**src/mfu_pkg.sv**
```systemverilog
`default_nettype none

package mfu_pkg;

   // Default number of frames in the set.
   localparam int FRAMES_DEF = 8;

   // Field widths.
   localparam int PAGE_W  = 16;
   localparam int USES_W  = 16;
   localparam int STAMP_W = 32;
   localparam int FAULT_W = 16;
   localparam int CFG_W   = 4;
   localparam int FIDX_W  = 3;

   // Saturation limits.
   localparam logic [USES_W-1:0]  USES_MAX  = {USES_W{1'b1}};
   localparam logic [FAULT_W-1:0] FAULT_MAX = {FAULT_W{1'b1}};

   // Reset value of the frame count register.
   localparam logic [CFG_W-1:0] CFG_RESET = CFG_W'(8);

   // One frame as held in the frame memory.
   typedef struct packed {
      logic [PAGE_W-1:0]  page;
      logic [USES_W-1:0]  uses;
      logic [STAMP_W-1:0] stamp;
   } entry_type;

   localparam int ENTRY_W = $bits(entry_type);

   // Controller states.
   typedef enum logic [1:0] {
      ST_IDLE,
      ST_SCAN,
      ST_DRAIN,
      ST_COMMIT
   } state_type;

   // Commands from the controller to the datapath.
   typedef struct packed {
      logic load;
      logic issue;
      logic commit;
   } cmd_type;

   // Status from the datapath to the controller.
   typedef struct packed {
      logic last_issue;
   } status_type;

endpackage

`default_nettype wire

```
**src/mfu_ram.sv**
```systemverilog
`default_nettype none

module mfu_ram #(
   parameter int WIDTH = 8,
   parameter int DEPTH = 8
) (
   input  wire logic                                  clock,
   input  wire logic                                  wr_en,
   input  wire logic [((DEPTH > 1) ? $clog2(DEPTH) : 1)-1:0] wr_addr,
   input  wire logic [WIDTH-1:0]                      wr_data,
   input  wire logic                                  rd_en,
   input  wire logic [((DEPTH > 1) ? $clog2(DEPTH) : 1)-1:0] rd_addr,
   output logic      [WIDTH-1:0]                      rd_data
);

   logic [WIDTH-1:0] mem [DEPTH];

   // Single write port, registered read port.
   always_ff @(posedge clock) begin
      if (wr_en) begin
         mem[wr_addr] <= wr_data;
      end
      if (rd_en) begin
         rd_data <= mem[rd_addr];
      end
   end

endmodule

`default_nettype wire

```
**src/mfu_ctrl.sv**
```systemverilog
`default_nettype none

module mfu_ctrl (
   input  wire logic                clock,
   input  wire logic                reset,
   input  wire logic                start,
   input  wire mfu_pkg::status_type status,
   output mfu_pkg::cmd_type         cmd,
   output logic                     busy
);

   import mfu_pkg::*;

   state_type state_ff;
   state_type state_in;

   // State register.
   always_ff @(posedge clock) begin
      if (reset) begin
         state_ff <= ST_IDLE;
      end else begin
         state_ff <= state_in;
      end
   end

   // Next state.
   always_comb begin
      state_in = state_ff;
      case (state_ff)
         ST_IDLE: begin
            if (start) begin
               state_in = ST_SCAN;
            end
         end
         ST_SCAN: begin
            if (status.last_issue) begin
               state_in = ST_DRAIN;
            end
         end
         ST_DRAIN: begin
            state_in = ST_COMMIT;
         end
         ST_COMMIT: begin
            state_in = ST_IDLE;
         end
         default: begin
            state_in = ST_IDLE;
         end
      endcase
   end

   // Outputs.
   always_comb begin
      cmd  = '0;
      busy = 1'b1;
      case (state_ff)
         ST_IDLE: begin
            busy     = 1'b0;
            cmd.load = start;
         end
         ST_SCAN: begin
            cmd.issue = 1'b1;
         end
         ST_DRAIN: begin
            cmd = '0;
         end
         ST_COMMIT: begin
            cmd.commit = 1'b1;
         end
         default: begin
            cmd = '0;
         end
      endcase
   end

endmodule

`default_nettype wire

```
**src/mfu_datapath.sv**
```systemverilog
`default_nettype none

module mfu_datapath #(
   parameter int FRAMES = mfu_pkg::FRAMES_DEF
) (
   input  wire logic                          clock,
   input  wire logic                          reset,
   input  wire mfu_pkg::cmd_type              cmd,
   output mfu_pkg::status_type                status,
   input  wire logic [mfu_pkg::PAGE_W-1:0]    req_page_number,
   input  wire logic                          csr_valid,
   output logic                               csr_ready,
   input  wire logic [mfu_pkg::CFG_W-1:0]     csr_frames_in_use,
   output logic                               rsp_strobe,
   output logic                               rsp_hit,
   output logic [mfu_pkg::FIDX_W-1:0]         rsp_frame_index,
   output logic                               rsp_evicted_valid,
   output logic [mfu_pkg::PAGE_W-1:0]         rsp_evicted_page,
   output logic [mfu_pkg::FAULT_W-1:0]        rsp_fault_count
);

   import mfu_pkg::*;

   localparam int IW = (FRAMES > 1) ? $clog2(FRAMES) : 1;

   logic [CFG_W-1:0]   cfg_ff;
   logic [7:0]         count_eff;
   logic [IW-1:0]      last_idx;

   logic [PAGE_W-1:0]  page_ff;
   logic [IW-1:0]      rd_idx_ff;
   logic               pend_ff;
   logic [IW-1:0]      pend_idx_ff;
   entry_type          rd_entry;
   logic [ENTRY_W-1:0] rd_data;

   logic               match_found_ff;
   logic [IW-1:0]      match_idx_ff;
   entry_type          match_ff;
   logic               empty_found_ff;
   logic [IW-1:0]      empty_idx_ff;
   logic [IW-1:0]      best_idx_ff;
   entry_type          best_ff;

   logic [FRAMES-1:0]  valid_ff;
   logic [STAMP_W-1:0] stamp_ff;
   logic [FAULT_W-1:0] faults_ff;
   logic [FAULT_W-1:0] faults_in;

   logic               cur_valid;
   logic               better;
   logic [IW-1:0]      slot;
   entry_type          wr_entry;

   logic               rsp_strobe_ff;
   logic               rsp_hit_ff;
   logic [FIDX_W-1:0]  rsp_frame_index_ff;
   logic               rsp_evicted_valid_ff;
   logic [PAGE_W-1:0]  rsp_evicted_page_ff;
   logic [FAULT_W-1:0] rsp_fault_count_ff;

   // Frame count register; the user must write it only while idle, the block itself does not enforce this.
   assign csr_ready = 1'b1;

   always_ff @(posedge clock) begin
      if (reset) begin
         cfg_ff <= CFG_RESET;
      end else if (csr_valid) begin
         cfg_ff <= csr_frames_in_use;
      end
   end

   // Effective frame count, clamped to one through FRAMES.
   always_comb begin
      count_eff = 8'(cfg_ff);
      if (count_eff == 8'd0) begin
         count_eff = 8'd1;
      end
      if (count_eff > 8'(FRAMES)) begin
         count_eff = 8'(FRAMES);
      end
      last_idx = IW'(count_eff - 8'd1);
   end

   assign status.last_issue = (rd_idx_ff == last_idx);

   // Read address counter and read pipeline tracking.
   always_ff @(posedge clock) begin
      if (reset) begin
         pend_ff <= 1'b0;
      end else begin
         pend_ff <= cmd.issue;
      end
      pend_idx_ff <= rd_idx_ff;
      if (cmd.load) begin
         rd_idx_ff <= '0;
         page_ff   <= req_page_number;
      end else if (cmd.issue) begin
         rd_idx_ff <= rd_idx_ff + IW'(1);
      end
   end

   mfu_ram #(
      .WIDTH (ENTRY_W),
      .DEPTH (FRAMES)
   ) u_ram (
      .clock   (clock),
      .wr_en   (cmd.commit),
      .wr_addr (slot),
      .wr_data (wr_entry),
      .rd_en   (cmd.issue),
      .rd_addr (rd_idx_ff),
      .rd_data (rd_data)
   );

   assign rd_entry  = entry_type'(rd_data);
   assign cur_valid = valid_ff[pend_idx_ff];

   // A frame beats the current victim on a higher count, or an equal count
   // with an earlier load stamp.
   assign better = (rd_entry.uses > best_ff.uses) ||
                   ((rd_entry.uses == best_ff.uses) && (rd_entry.stamp < best_ff.stamp));

   // Scan trackers: first match, first empty frame and best victim.
   always_ff @(posedge clock) begin
      if (reset) begin
         match_found_ff <= 1'b0;
         empty_found_ff <= 1'b0;
      end else if (cmd.load) begin
         match_found_ff <= 1'b0;
         empty_found_ff <= 1'b0;
      end else if (pend_ff) begin
         if (!match_found_ff && cur_valid && (rd_entry.page == page_ff)) begin
            match_found_ff <= 1'b1;
         end
         if (!empty_found_ff && !cur_valid) begin
            empty_found_ff <= 1'b1;
         end
      end
      if (pend_ff) begin
         if (!match_found_ff && cur_valid && (rd_entry.page == page_ff)) begin
            match_idx_ff <= pend_idx_ff;
            match_ff     <= rd_entry;
         end
         if (!empty_found_ff && !cur_valid) begin
            empty_idx_ff <= pend_idx_ff;
         end
         if ((pend_idx_ff == '0) || better) begin
            best_idx_ff <= pend_idx_ff;
            best_ff     <= rd_entry;
         end
      end
   end

   // Frame chosen and the entry written back to it.
   always_comb begin
      wr_entry  = '0;
      faults_in = faults_ff;
      if (match_found_ff) begin
         slot     = match_idx_ff;
         wr_entry = match_ff;
         if (match_ff.uses != USES_MAX) begin
            wr_entry.uses = match_ff.uses + USES_W'(1);
         end
      end else begin
         slot = empty_found_ff ? empty_idx_ff : best_idx_ff;
         wr_entry.page  = page_ff;
         wr_entry.uses  = USES_W'(1);
         wr_entry.stamp = stamp_ff;
         if (faults_ff != FAULT_MAX) begin
            faults_in = faults_ff + FAULT_W'(1);
         end
      end
   end

   // Frame occupancy, stamp and fault counter.
   always_ff @(posedge clock) begin
      if (reset) begin
         valid_ff  <= '0;
         stamp_ff  <= '0;
         faults_ff <= '0;
      end else if (cmd.commit) begin
         valid_ff[slot] <= 1'b1;
         stamp_ff       <= stamp_ff + STAMP_W'(1);
         faults_ff      <= faults_in;
      end
   end

   // Result registers.
   always_ff @(posedge clock) begin
      if (reset) begin
         rsp_strobe_ff <= 1'b0;
      end else begin
         rsp_strobe_ff <= cmd.commit;
      end
      if (cmd.commit) begin
         rsp_hit_ff           <= match_found_ff;
         rsp_frame_index_ff   <= FIDX_W'(slot);
         rsp_evicted_valid_ff <= !match_found_ff && !empty_found_ff;
         rsp_evicted_page_ff  <= (!match_found_ff && !empty_found_ff) ? best_ff.page : '0;
         rsp_fault_count_ff   <= faults_in;
      end
   end

   assign rsp_strobe        = rsp_strobe_ff;
   assign rsp_hit           = rsp_hit_ff;
   assign rsp_frame_index   = rsp_frame_index_ff;
   assign rsp_evicted_valid = rsp_evicted_valid_ff;
   assign rsp_evicted_page  = rsp_evicted_page_ff;
   assign rsp_fault_count   = rsp_fault_count_ff;

endmodule

`default_nettype wire

```
**src/mfu_page_replacement.sv**
```systemverilog
`default_nettype none

// Most-frequently-used page replacement over a fully associative frame set.
// A request is taken at a clock edge where start is high and busy is low;
// req_page_number carries the referenced page. Each request gives one
// response, shown for a single cycle with rsp_strobe high: hit, the frame
// now holding the page, the evicted page if any, and the running fault count.
// A request scans the effective frame count of frames, reading the frame
// memory one frame per cycle through its single registered read port; a
// drain state then lets the last read land and a commit state writes back.
// Busy stays high until the write-back is done; the next request may start
// in the response cycle. The receiver cannot stall, so no response is held.
// The frame count is written through csr_valid/csr_ready; the user must do
// so only while idle, and the block itself does not enforce this.
// Reset empties all frames, clears the stamp and fault count and sets the
// frame count to eight; there is no clearing pass.
module mfu_page_replacement #(
   parameter int FRAMES = mfu_pkg::FRAMES_DEF
) (
   input  wire logic                       clock,
   input  wire logic                       reset,
   input  wire logic                       start,
   output logic                            busy,
   input  wire logic [mfu_pkg::PAGE_W-1:0] req_page_number,
   input  wire logic                       csr_valid,
   output logic                            csr_ready,
   input  wire logic [mfu_pkg::CFG_W-1:0]  csr_frames_in_use,
   output logic                            rsp_strobe,
   output logic                            rsp_hit,
   output logic [mfu_pkg::FIDX_W-1:0]      rsp_frame_index,
   output logic                            rsp_evicted_valid,
   output logic [mfu_pkg::PAGE_W-1:0]      rsp_evicted_page,
   output logic [mfu_pkg::FAULT_W-1:0]     rsp_fault_count
);

   import mfu_pkg::*;

   cmd_type    cmd;
   status_type status;

   // Sequencer.
   mfu_ctrl u_ctrl (
      .clock  (clock),
      .reset  (reset),
      .start  (start),
      .status (status),
      .cmd    (cmd),
      .busy   (busy)
   );

   // Frame memory, scan trackers and result registers.
   mfu_datapath #(
      .FRAMES (FRAMES)
   ) u_datapath (
      .clock             (clock),
      .reset             (reset),
      .cmd               (cmd),
      .status            (status),
      .req_page_number   (req_page_number),
      .csr_valid         (csr_valid),
      .csr_ready         (csr_ready),
      .csr_frames_in_use (csr_frames_in_use),
      .rsp_strobe        (rsp_strobe),
      .rsp_hit           (rsp_hit),
      .rsp_frame_index   (rsp_frame_index),
      .rsp_evicted_valid (rsp_evicted_valid),
      .rsp_evicted_page  (rsp_evicted_page),
      .rsp_fault_count   (rsp_fault_count)
   );

endmodule

`default_nettype wire

```
**config.mk**
```make
export PLATFORM = sky130hd
export DESIGN_NAME = mfu_page_replacement
export DESIGN_NICKNAME = d
export VERILOG_FILES = /design/src/mfu_pkg.sv /design/src/mfu_ram.sv /design/src/mfu_ctrl.sv /design/src/mfu_datapath.sv /design/src/mfu_page_replacement.sv
export SDC_FILE = /design/constraint.sdc
export NUM_CORES = 1
export LEC_CHECK = 0
export ABC_AREA = 1
export ABC_CLOCK_PERIOD_IN_PS = 10700
export BUFFER_PORTS_ARGS = -buffer_cell sky130_fd_sc_hd__buf_4
export CORE_MARGIN = 2
export CORE_UTILIZATION = 57
export CTS_BUF_LIST = sky130_fd_sc_hd__clkbuf_8
export DETAILED_ROUTE_END_ITERATION = 8
export GPL_ROUTABILITY_DRIVEN = 0
export HOLD_SLACK_MARGIN = 0.06
export PLACE_DENSITY = 0.73
export SLEW_MARGIN = 20
export SYNTH_ARGS = -nofsm -noshare
export SYNTH_HDL_FRONTEND = slang
export SYNTH_HIERARCHICAL = 1
export SYNTH_SLANG_ARGS = --single-unit
```
**constraint.sdc**
```tcl
create_clock -name clock -period 10.7 [get_ports clock]
set_input_delay 1.07 -clock clock [delete_from_list [all_inputs] [get_ports clock]]
set_output_delay 1.07 -clock clock [all_outputs]
set_load 0.1 [all_outputs]
```
==> metrics.txt, run 1 <==
sequential cell area 24,500 um2; crit path launch type register; clk buf depth 3; Fin. Hold Viols 0; total power 8.86 mW; hold buffer count at CTS 0; Skew-Pair Late Insertion Delay 0.79 ns; worst hold-check path type input port to register; drt first pass iters 5; EDFF count, synth 766; leakage power 17.9 nW; Core ar. 64,100 um2; row count 93; Mapped Cells 3,624; H-tree Lvls 4; Final Cycle Share 36.7%; CTS tree built; largest area contributor in the netlist edfxtp_1; post-CTS sizing 0; Max VDD drop 211 uV; DRC 0; grt total ovfl 0; synth top area cells edfxtp_1, nand2_1, inv_1; Final Cell Area 40,500 um2; largest net degree at the start of global routing 176; max-cap violation count 0; endpoints failing setup 0; layout cell share with drive strength beyond 1 8.51%; most used flip-flop cell after synthesis edfxtp_1; Synth top cells by count nand2_1, edfxtp_1, inv_1, nand3_1, nor2_1; register bit total from synthesis 838; Slew HR 21.8%; die area 66,600 um2; Die H 258 um; Synth cell types 46; CP endpoint kind register; first-pass GRT wire length 127,000 um; # fillers 4,955; sequential area share after synthesis 66.5%; Final Routed Wirelength 81,100 um; crit path kind register to register; Synth async-reset ratio 0%; all-layer global routing usage 24.9%; actual slew at the worst max-slew pin 1.16 ns; Slew Viols, Final 0; PwrDens 219 nW/um2; RSZ-0062 raised after global routing no; Final Net Count 3,805; Routed Antenna Nets 0; multi-input logic area 8910 um2; I/O Buffers 62; WHS 0.449 ns; detailed-route via count 24.3k; Worst Path Required 11.11 ns; Die X-Extent 258 um; CP max FO 45; # Post-CTS Setup Buffers 0; DR WL/cell 17.3 um; drt first-iter violations 2,295; Area Overhead vs Synth 10.1%; r2r setup slk 6.78 ns; TritonCTS Buffers 137; Avg Vias per Cell 5.18; final setup TNS 0 ns; Area after DPL 37,900 um2; clock skew 0.0301 ns; Tmin final 3.92 ns; clock-pin slew on the worst setup and hold paths 0.06 ns; most common cell in the netlist nand2_1; synthesized area 36,800 um2; vias in the first global route 23.6k; Initial Util 57.4%; Max Fclk 0.255 GHz; post-synth top area share 62.5%; number of clock sinks 838; mean area per synthesized cell 10.1 um2; Synthesized Nets 3,705; clock root cell clkbuf_8; I/O pin total 64; status finished clean; Detail Placement HPWL 46,700 um; Post-Route Utilization 63.1%; Synth Warn # 6; critical path arrival 4.33 ns; initial antenna violation count 1
## power breakdown
group / total [mW] / internal (mW) / switching [mW]
logic: 2.00 / 0.546 / 1.46
registers: 4.26 / 4.03 / 0.228
clock network: 2.60 / 1.35 / 1.25
total: 8.86 / 5.93 / 2.93
## sequential cells by signal (all words and copies together) (netlist names), 2 cells and up
name,cells
u_datapath/u_ram/mem,512
u_datapath/u_ram/rd_data,64
u_ctrl/state_ff,2
u_datapath/best_idx_ff,3
u_datapath/page_ff,16
u_datapath/match_idx_ff,3
u_datapath/rd_idx_ff,3
u_datapath/valid_ff,8
u_datapath/rsp_frame_index,3
u_datapath/rsp_evicted_page,16
u_datapath/match_ff,64
u_datapath/empty_idx_ff,3
u_datapath/faults_ff,16
u_datapath/cfg_ff,4
u_datapath/best_ff,64
u_datapath/stamp_ff,32
u_datapath/pend_idx_ff,3
u_datapath/rsp_fault_count,16
## critical path, cell delays in order, from the launching register on
cell	delay, ns
dfxtp_4	0.38
inv_2	0.73
o211ai_1	0.18
o21ai_1	0.24
nand2_1	0.32
nor2_4	0.87
buf_4	0.73
## cell families (layout without fill, tap and decap cells)
logic type / Yosys count / in the layout / share of synthesized area [%]
AOI/OAI and AO/OA: 203 / 203 / 2.87
xor gates and xnor gates: 27 / 27 / 0.663
adders and majority gates: 57 / 57 / 1.94
buffers and inverters: 870 / 1075 / 9.59
DFF: 838 / 838 / 66.5
other: 1 / 2 / 0.0102
and+or+nand+nor: 1628 / 1628 / 18.5
## stage by stage
step	std cells	worst slack, ns
floorplan	3624	5.57
global placement	4438	6.76
detailed placement	4440	6.83
CTS	4684	6.81
global route	4685	6.58
finish	4685	6.78
## area by class of cell
type / instances / share of cell area [%]
tap: 855 / 2.64
inverter: 744 / 6.94
antenna: 1 / 0.00618
clock buffer: 141 / 4.79
sequential: 838 / 60.4
multi-input combinational: 1916 / 22.0
timing repair buffer: 87 / 1.69
clock inverter: 103 / 1.51
## metal layers
layer,global-route usage [%],vias up,share of wire (%)
met3,5.19,131,8.4
met1,33.9,11400,43
met4,8.22,0,2.1
met2,40.2,964,47
met5,0,-,0
li1,-,11800,-
## cell usage in the layout (no fill, tap or decap), types with 5 or more instances in the layout
| master | count |
|---|---|
| inv_6 | 6 |
| clkinv_2 | 15 |
| nand4_1 | 19 |
| ha_1 | 55 |
| nor2_1 | 131 |
| inv_1 | 782 |
| nor3_1 | 24 |
| or2_2 | 8 |
| nand2_1 | 1094 |
| bufinv_16 | 5 |
| inv_2 | 5 |
| nor2_2 | 6 |
| clkinv_1 | 24 |
| dfxtp_1 | 68 |
| buf_4 | 85 |
| xor2_1 | 16 |
| a21oi_1 | 84 |
| clkbuf_8 | 141 |
| o211ai_1 | 6 |
| nand3_1 | 301 |
| nor2_4 | 12 |
| o21ai_0 | 91 |
| xnor2_1 | 10 |
| nand2_2 | 7 |
| edfxtp_1 | 766 |
| o21ai_1 | 9 |
## path summary, 6_finish.rpt
kind,depth (start not counted),to,from
setup reg to reg,6,u_datapath/u_ram/mem[5][26],u_datapath/match_found_ff
hold reg to reg,2,u_datapath/valid_ff[6],u_datapath/valid_ff[6]
hold / removal,1,u_datapath/page_ff[4],req_page_number[4]
setup / recovery,6,u_datapath/u_ram/mem[5][26],u_datapath/match_found_ff
Note: power is estimated with default switching activity, not from simulation.
==> run 2: changes to the inputs <==
Settings changed: ABC_AREA 1 to 0, ABC_CLOCK_PERIOD_IN_PS 10700 to 3800.
Clock period 10.7 ns to 3.8 ns, I/O delays scaled along.
==> metrics.txt, run 2 <==
crit path kind register to register; worst hold-check path type input port to register; Final Net Count 2,028; row count 88; Skew-Pair Late Insertion Delay 0.78 ns; Avg Vias per Cell 5.84; xor/xnor share of the synthesized area 1.94%; Slew HR 30.5%; Final Cycle Share 83.6%; Max Fclk 0.315 GHz; critical path arrival 3.58 ns; Core ar. 57,400 um2; clock-pin slew on the worst setup and hold paths 0.06 ns; Initial Util 57.3%; clock skew 0.0299 ns; Synth Warn # 6; sequential area share after synthesis 74.3%; max FFs per register 512; synth top area cells edfxtp_1, mux4_2, dfxtp_1; CP endpoint kind register; drt first pass iters 6; post-synth top area share 69.9%; status finished clean; I/O Buffers 62; Adder-Cell Fraction of Synth Area 2.17%; number of clock sinks 838; hold_sp reset; DRC 0; Routed Antenna Nets 0; Post-Synth Simple-Gate Area 4.94%; all-layer global routing usage 22.6%; endpoints failing setup 0; synthesized area 32,900 um2; r2r setup slk 0.62 ns; Area Overhead vs Synth 13.0%; Slew Viols, Final 0; clk buf depth 3; largest family of logic cells by synthesized area multiplexers; EDFF count, synth 766; register bit total from synthesis 838; clock root cell clkbuf_8; Die X-Extent 244 um; CTS tree built; Die H 244 um; reg2reg start u_datapath/u_ram/rd_data[45]; Synth top cells by count edfxtp_1, mux4_2, mux2_2, nor2_1, dfxtp_1; Max VDD drop 448 uV; first-pass GRT wire length 101,000 um; # fillers 3,782; Final Routed Wirelength 65,000 um; # Post-CTS Setup Buffers 0; H-tree Lvls 4; commonest cells after routing, fill and taps aside edfxtp_1, clkbuf_8, mux4_2; largest area contributor in the netlist edfxtp_1; final setup TNS 0 ns; max-cap violation count 0; grt total ovfl 0; commonest non-fill, non-tap cell in the layout edfxtp_1; fin worst setup slack 0.622 ns; Place WS 0.646 ns; largest net degree at the start of global routing 67; die area 59,600 um2; Fin. Hold Viols 0; critical path startpoint u_datapath/u_ram/rd_data[45]; Synthesized Nets 1,835; drt first-iter violations 1,417; Worst Path Required 4.20 ns; Synth cell types 55; Most flops, register u_datapath/u_ram/mem; Mapped Cells 1,754; Tmin final 3.18 ns; crit path launch type register; DR WL/cell 23.1 um; mux contribution to synthesized area 13.2%; grt met2 use 37.2%; Synth async-reset ratio 0%; CP max FO 36; Synth Area in Compound Gates 1.60%; most used flip-flop cell after synthesis edfxtp_1; layout cell share with drive strength beyond 1 26.5%; leakage power 12.4 nW; most common cell in the netlist edfxtp_1; I/O pin total 64; initial antenna violation count 2; vias in the first global route 17.5k; mean area per synthesized cell 18.8 um2; gr busiest metal met2; Detail Placement HPWL 36,200 um; WHS 0.170 ns; TritonCTS Buffers 134; actual slew at the worst max-slew pin 1.04 ns; RSZ-0062 raised after global routing no; PwrDens 585 nW/um2; routing usage on met1 30.5%; total power 21.8 mW; detailed-route via count 16.5k; met3 GRT Util 4.38%; Finished Layout Cells 2,816; Inst Count DP 2,551
## run 2: changes by cell type after synthesis, moves of 17 or more
cell	previous run	this run
xor2_1	16	46
inv_1	735	58
buf_4	22	4
o21ai_0	95	28
xnor2_1	10	27
nor2_1	140	94
buf_2	61	11
mux2_2	0	113
and2_1	0	20
nand2_1	1094	53
mux4_2	0	130
nand3_1	301	31
a21oi_1	85	50
## run 2: repair_timing
item                                    in CTS  in global routing
hold buffers                                25                  0
endpoints found under the setup margin       0                  0
gates resized for setup                      0                  0
endpoints found under the hold margin       22                  0
## run 2: layout make-up
type	count	area [um2]	share of cell area, %
antenna	2	5.00	0.0135
clock buffer	149	2050	5.52
clock inverter	89	388	1.04
inverter	58	218	0.586
multi-input combinational	794	7960	21.4
sequential	838	24500	65.8
tap	765	957	2.58
timing repair buffer	121	1130	3.05
## run 2: path summary, 6_finish.rpt
check | to | depth (start not counted)
worst max-delay path | u_datapath/best_ff[35] | 7
worst min-delay path | u_datapath/faults_ff[5] | 2
worst max register to register | u_datapath/best_ff[35] | 7
worst min register to register | u_datapath/best_ff[11] | 0
## run 2: through the flow
stage          utilization, %  cell area [um2]
2_1_floorplan               -            32900
3_3_place_gp             60.1            34500
3_5_place_dp             60.1            34500
4_1_cts                  64.8            37200
5_1_grt                  64.8            37200
6_report                 64.8            37200
## run 2: power by group
group / switching [mW] / internal (mW)
clock: 3.40 / 3.59
sequential: 0.476 / 11.0
combinational: 1.84 / 1.48
total: 5.71 / 16.0
## run 2: logic make-up (layout without fill, tap and decap cells)
family                   after synthesis  after routing
AND/OR/NAND/NOR                      311            311
flip-flops                           838            838
other                                  1              3
multiplexers                         257            257
XOR/XNOR                              73             73
adder cells (fa/ha/maj)               57             57
AO/OA/AOI/OAI                         95             95
buffers and inverters                122            417
## run 2: critical path, stage by stage, from the launching register on
cell,delay [ns]
edfxtp_1,0.42
ha_1,0.32
nand4_1,0.16
nor4_1,0.65
nor4bb_1,0.35
nand3_1,0.17
o21ai_4,0.19
buf_4,0.52
## run 2: layer usage
| metal | vias to the layer above | wire length (um) |
|---|---|---|
| li1 | 7299 | - |
| met1 | 8477 | 27000 |
| met2 | 575 | 32500 |
| met3 | 99 | 4100 |
| met4 | 0 | 1400 |
| met5 | - | 0 |
